===== src/rtl/sacta_pkg.sv =====
// ----------------------------------------------------------------------------
// sacta_pkg
// Shared types, codes and helpers for the set-associative cache tag array.
// ----------------------------------------------------------------------------
package sacta_pkg;

	localparam int unsigned SET_COUNT_DEF = 256;
	localparam int unsigned WAY_COUNT_DEF = 16;
	localparam int unsigned TAG_WIDTH_DEF = 32;

	localparam int ADDR_W     = 40;
	localparam int STAMP_W    = 32;
	localparam int CFG_IDX_W  = 2;
	localparam int CFG_DATA_W = 5;
	localparam int OUT_WAY_W  = 4;
	localparam int OUT_TAG_W  = 32;
	localparam int LFSR_W     = 16;
	localparam int LFSR_CNT_W = 4;

	localparam logic [LFSR_W-1:0] LFSR_SEED = 16'hACE1;

	// register indexes
	localparam logic [CFG_IDX_W-1:0] REG_MODE  = 2'd0;
	localparam logic [CFG_IDX_W-1:0] REG_WAYS  = 2'd1;
	localparam logic [CFG_IDX_W-1:0] REG_QUOTA = 2'd2;

	localparam logic [CFG_DATA_W-1:0] WAYS_RESET  = 5'd16;
	localparam logic [CFG_DATA_W-1:0] QUOTA_RESET = 5'd8;

	// replacement modes; the unused code falls back to LRU
	localparam logic [1:0] MODE_LRU    = 2'd0;
	localparam logic [1:0] MODE_RANDOM = 2'd1;
	localparam logic [1:0] MODE_PART   = 2'd2;

	localparam logic FUNC_LOOKUP  = 1'b0;
	localparam logic FUNC_INSTALL = 1'b1;

	typedef enum logic [2:0] {
		ST_CLEAR,
		ST_IDLE,
		ST_SCAN,
		ST_DECIDE,
		ST_MOD,
		ST_COMMIT
	} state_t;

	typedef struct packed {
		logic clr_we;
		logic load;
		logic scan_step;
		logic lfsr_step;
		logic mod_step;
		logic commit;
	} dp_cmd_t;

	typedef struct packed {
		logic clr_last;
		logic scan_last;
		logic need_mod;
		logic mod_last;
	} dp_stat_t;

	// Fibonacci LFSR, taps 16 14 13 11
	function automatic logic [LFSR_W-1:0] lfsr_next(input logic [LFSR_W-1:0] v);
		logic fb;
		fb = v[0] ^ v[2] ^ v[3] ^ v[5];
		return {fb, v[LFSR_W-1:1]};
	endfunction

endpackage


===== src/rtl/sacta_ctrl.sv =====
// ----------------------------------------------------------------------------
// sacta_ctrl
// Sequencer: clearing pass, way scan, optional random reduction, commit.
// ----------------------------------------------------------------------------
module sacta_ctrl import sacta_pkg::*; (
	input  logic     clk,
	input  logic     arst_n,
	input  logic     start,
	input  dp_stat_t stat,
	output dp_cmd_t  cmd,
	output logic     busy
);

	state_t state_q, state_d;

	always_ff @(posedge clk or negedge arst_n) begin
		if (!arst_n) state_q <= ST_CLEAR;
		else         state_q <= state_d;
	end

	always_comb begin
		cmd     = '0;
		state_d = state_q;
		busy    = 1'b1;
		unique case (state_q)
			ST_CLEAR: begin
				cmd.clr_we = 1'b1;
				if (stat.clr_last) state_d = ST_IDLE;
			end
			ST_IDLE: begin
				busy = 1'b0;
				if (start) begin
					cmd.load = 1'b1;
					state_d  = ST_SCAN;
				end
			end
			ST_SCAN: begin
				cmd.scan_step = 1'b1;
				if (stat.scan_last) state_d = ST_DECIDE;
			end
			ST_DECIDE: begin
				if (stat.need_mod) begin
					cmd.lfsr_step = 1'b1;
					state_d       = ST_MOD;
				end else begin
					cmd.commit = 1'b1;
					state_d    = ST_IDLE;
				end
			end
			ST_MOD: begin
				cmd.mod_step = 1'b1;
				if (stat.mod_last) state_d = ST_COMMIT;
			end
			ST_COMMIT: begin
				cmd.commit = 1'b1;
				state_d    = ST_IDLE;
			end
			default: state_d = ST_IDLE;
		endcase
	end

endmodule


===== config.mk =====
export PLATFORM = sky130hd
export DESIGN_NAME = sacta_ctrl
export DESIGN_NICKNAME = d
export VERILOG_FILES = /design/src/rtl/sacta_pkg.sv /design/src/rtl/sacta_ctrl.sv
export SDC_FILE = /design/constraint.sdc
export NUM_CORES = 1
export LEC_CHECK = 0
export BUFFER_PORTS_ARGS = -buffer_cell sky130_fd_sc_hd__buf_2
export CAP_MARGIN = 30
export CORE_AREA = 2 2 39 41
export CTS_BUF_LIST = sky130_fd_sc_hd__clkbuf_2
export CTS_CLUSTER_DIAMETER = 40
export DETAILED_ROUTE_END_ITERATION = 8
export DIE_AREA = 0 0 41 43
export GPL_ROUTABILITY_DRIVEN = 0
export SLEW_MARGIN = 20
export SYNTH_ARGS = -nofsm -noshare
export SYNTH_HDL_FRONTEND = slang
export SYNTH_SLANG_ARGS = --single-unit

===== constraint.sdc =====
create_clock -name clk -period 3.55 [get_ports clk]
set_input_delay 0.8875 -clock clk [delete_from_list [all_inputs] [get_ports clk]]
set_output_delay 0.8875 -clock clk [all_outputs]
set_load 0.005 [all_outputs]

After elaboration in Yosys (flattened, before gate mapping)

Index checks and enable logic that the tools add are counted.

Equality and inequality tests: 9
Multiplexer cells: 16
Reduce and logical (&&, ||, !) cells: 2

Operators with widths:

| kind                 | number |
|---|---|
| $mux W3              | 5 |
| $pmux W3 S5          | 1 |
| $mux W1              | 9 |
| $ne A2 B2 Y1 const B | 4 |
| $eq A3 B2 Y1 const B | 2 |
| $eq A3 B3 Y1 const B | 2 |
| $reduce_and A4 Y1    | 1 |
| $eq A3 B1 Y1 const B | 1 |
| $logic_not A3 Y1     | 1 |
| $pmux W1 S2          | 1 |

Register bits: 3
Bits of input ports: 7
Output and inout bits: 7
Word-level logic and storage cells: 28

Logic depth before layout (Yosys ltp)

Depth after elaboration: 3
Gate-level depth with buffers: 4
Mapped depth without buffers: 3

Worst setup path after synthesis

No wires, ideal clock.

Path type: input -> output
Start: input port stat[1] in the netlist's numbering
End: output port cmd[0] in the netlist's numbering
Arrival time: 1.142 ns
Slack: 1.520 ns
Stages on the path: 2
Buffers on the path: 0
Cell sequence: o21ai_0 and2_1

RTL lines:

| item        | line             | source |
|---|---|---|
| from (decl) | sacta_ctrl.sv:9  | `input dp_stat_t stat,` |
| to (decl)   | sacta_ctrl.sv:10 | `output dp_cmd_t cmd,` |

==> impl_metrics.env <==
export IMPL_status="finished, final reports clean"
export IMPL_period_share_pct=63.89
export IMPL_grt_overflow=0
export IMPL_cp_slowest_cell="o21ai_0"
export IMPL_synth_top_area_share_pct=35.09
export IMPL_yosysSeqAreaShare_pct=35.09
export IMPL_vias_per_cell=4.017
export IMPL_period_needed_ps=2268
export IMPL_worstPathMaxFanout=3
export IMPL_ys_types=16
export IMPL_ys_seq_elements=3
export IMPL_post_cts_buffers=0
export IMPL_core_area_um2=1384
export IMPL_antenna_left=0
export IMPL_cts_resized=0
export IMPL_largest_registers="state_q (3)"
export IMPL_fin_setup_tns_ps=0
export IMPL_drt_iter0_drc=6
export IMPL_cts_sinks=3
export IMPL_cts_tree="built"
export IMPL_mostFrequentLayoutCells="buf_2, nor2_1, clkbuf_2"
export IMPL_swShare_pct=40.42
export IMPL_clk_latency_ps=200
export IMPL_cp_depth=4
export IMPL_htree_levels=1
export IMPL_detail_route_first_pass_iterations=2
export IMPL_cp_cell_sequence="buf_2, o21ai_0, and2_1, buf_2"
export IMPL_grt_max_degree=11
export IMPL_io_buffers=13
export IMPL_grt_usage_pct=7.452
export IMPL_largest_reg_flops=3
export IMPL_critPathLaunchType="primary input"
export IMPL_setup_violations=0
export IMPL_syn_inst=27
export IMPL_path_delay_family="buffers and inverters"
export IMPL_pwr_share_clk_pct=20.3
export IMPL_power_leakage_nw=0.1683
export IMPL_yosysTopAreaCell="dfrtp_1"
export IMPL_reg2reg_depth=3
export IMPL_drive_gt1_share_pct=39.53
export IMPL_fin_ws_ps=1282
export IMPL_maxSlewViolCount=0
export IMPL_hpwl_um=410.2
export IMPL_rsz0062_at_grt="no"
export IMPL_grt_antenna_before_repair=0
export IMPL_row_count=14
export IMPL_cp_common_cell="buf_2"
export IMPL_dr_total_vias=237
export IMPL_maxSlewHeadroom_pct=75.99
export IMPL_intPower_uw=139.9
export IMPL_arrival_ps=1380
export IMPL_place_ws_ps=1274
export IMPL_dieArea_um2=1763
export IMPL_critical_path_class="in2out"
export IMPL_synthesis_nets=34
export IMPL_die_w_um=41
export IMPL_grt_pass1_vias=222
export IMPL_required_ps=2660
export IMPL_area_growth_pct=46.78
export IMPL_holdCritPathClass="in2async"
export IMPL_top_register="state_q"
export IMPL_drc=0
export IMPL_comb_power_share_pct=45.5
export IMPL_whs_ps=465.1
export IMPL_routed_wl_um=548
export IMPL_grt_pass1_wl_um=841
export IMPL_tightestPinTransition_ps=351.0
export IMPL_cts_hold_buf=0
export IMPL_wl_per_cell_um=9.288
export IMPL_endpoint_kind="output port"
export IMPL_die_h_um=43
export IMPL_fmax_mhz=440.9
export IMPL_seqPwrFrac_pct=34.2
export IMPL_clk_pin_slew_worst_paths_ps=40
export IMPL_cts_root_buf="clkbuf_2"
export IMPL_avgSynthCellArea_um2=7.924
export IMPL_fin_nets=51
export IMPL_skew_ps=1.640
export IMPL_final_common_cell="buf_2"
export IMPL_max_stage_delay_ps=140
export IMPL_worst_path_buf_inv=2
export IMPL_power_switching_uw=94.89
export IMPL_hold_viol_final=0
export IMPL_cap_violations=0
export IMPL_initial_core_util_pct=15.46
export IMPL_ir_drop_mv=0.1867
export IMPL_ys_warn_count=0
export IMPL_n_antenna_cell=0
export IMPL_ctsLongestPathBuffers=2
export IMPL_power_density_nw_per_um2=747.6
export IMPL_ys_top_cells_by_area="dfrtp_1, nand2b_1, or3b_1"
export IMPL_cts_buffers=3
export IMPL_syn_cell_area_um2=214.0
export IMPL_io_pins=14
## worst register-to-register path, cell delays in order, from the launching register on
cell and delay (ps):
dfrtp_1 460, or3b_1 440, nor2_1 110, o32ai_1 90
## area by class of cell
cell class	instances	area (µm²)
Inverter	2	7.507
Timing Repair Buffer	13	65.06
Tap cell	16	20.02
Fill cell	154	1070
Multi-Input combinational cell	21	126.4
Sequential cell	3	75.07
Clock buffer	4	20.02
## cell families (layout without fill, tap and decap cells)
kind of cell    after synthesis  after routing  share of synthesized area [%]
compound gates                5              5                          15.20
buf+inv                       3             19                          5.847
flops                         3              3                          35.09
simple gates                 16             16                          43.86
## through the flow
stage	instance area (µm²)	util, %	std cells	power [mW]
3_5_place_dp	294.0	21.25	55	0.1877
2_1_floorplan	214.0	-	27	0.1446
5_1_grt	314.1	22.69	59	0.2569
3_3_place_gp	294.0	21.25	55	0.1863
4_1_cts	314.1	22.69	59	0.2382
6_report	314.1	22.69	59	0.2348
## power groups by stage
stage | combinational, mW | clock [mW] | sequential, mW
4_1_cts | 0.109 | 0.0501 | 0.0791
5_1_grt | 0.121 | 0.0525 | 0.0834
6_report | 0.107 | 0.0477 | 0.0802
2_1_floorplan | 0.0820 | 0 | 0.0626
3_3_place_gp | 0.107 | 0 | 0.0789
3_5_place_dp | 0.108 | 0 | 0.0794
## worst paths after layout
kind / start / end / slack (ps)
min in group clk: state_q[2] / state_q[1] / 560
setup / recovery: stat[1] / cmd[0] / 1280
max in group asynchronous: arst_n / state_q[2] / 2980
hold / removal: arst_n / state_q[1] / 470
hold reg to reg: state_q[2] / state_q[1] / 560
setup reg to reg: state_q[0] / state_q[0] / 2310
## cell usage after synthesis
master     number
o32ai_1         1
nor2b_1         2
dfrtp_1         3
a21oi_1         1
nor3_1          1
o21ai_0         2
nor3b_1         1
nand2b_1        3
nor2_1          4
nand3b_1        1
inv_1           2
or3b_1          2
a2111oi_0       1
and2_1          1
nand2_1         1
buf_2           1
## per-layer routing
metal  vias up  global-route usage (%)  part of all wire [%]
li1        123                       -                     -
met1       103                   8.442                    45
met2        11                   9.063                    45
met3         0                   3.665                   9.7
met4         0                   8.000                     0
met5         -                       0                     0
Power figures use the tool's default switching activity.
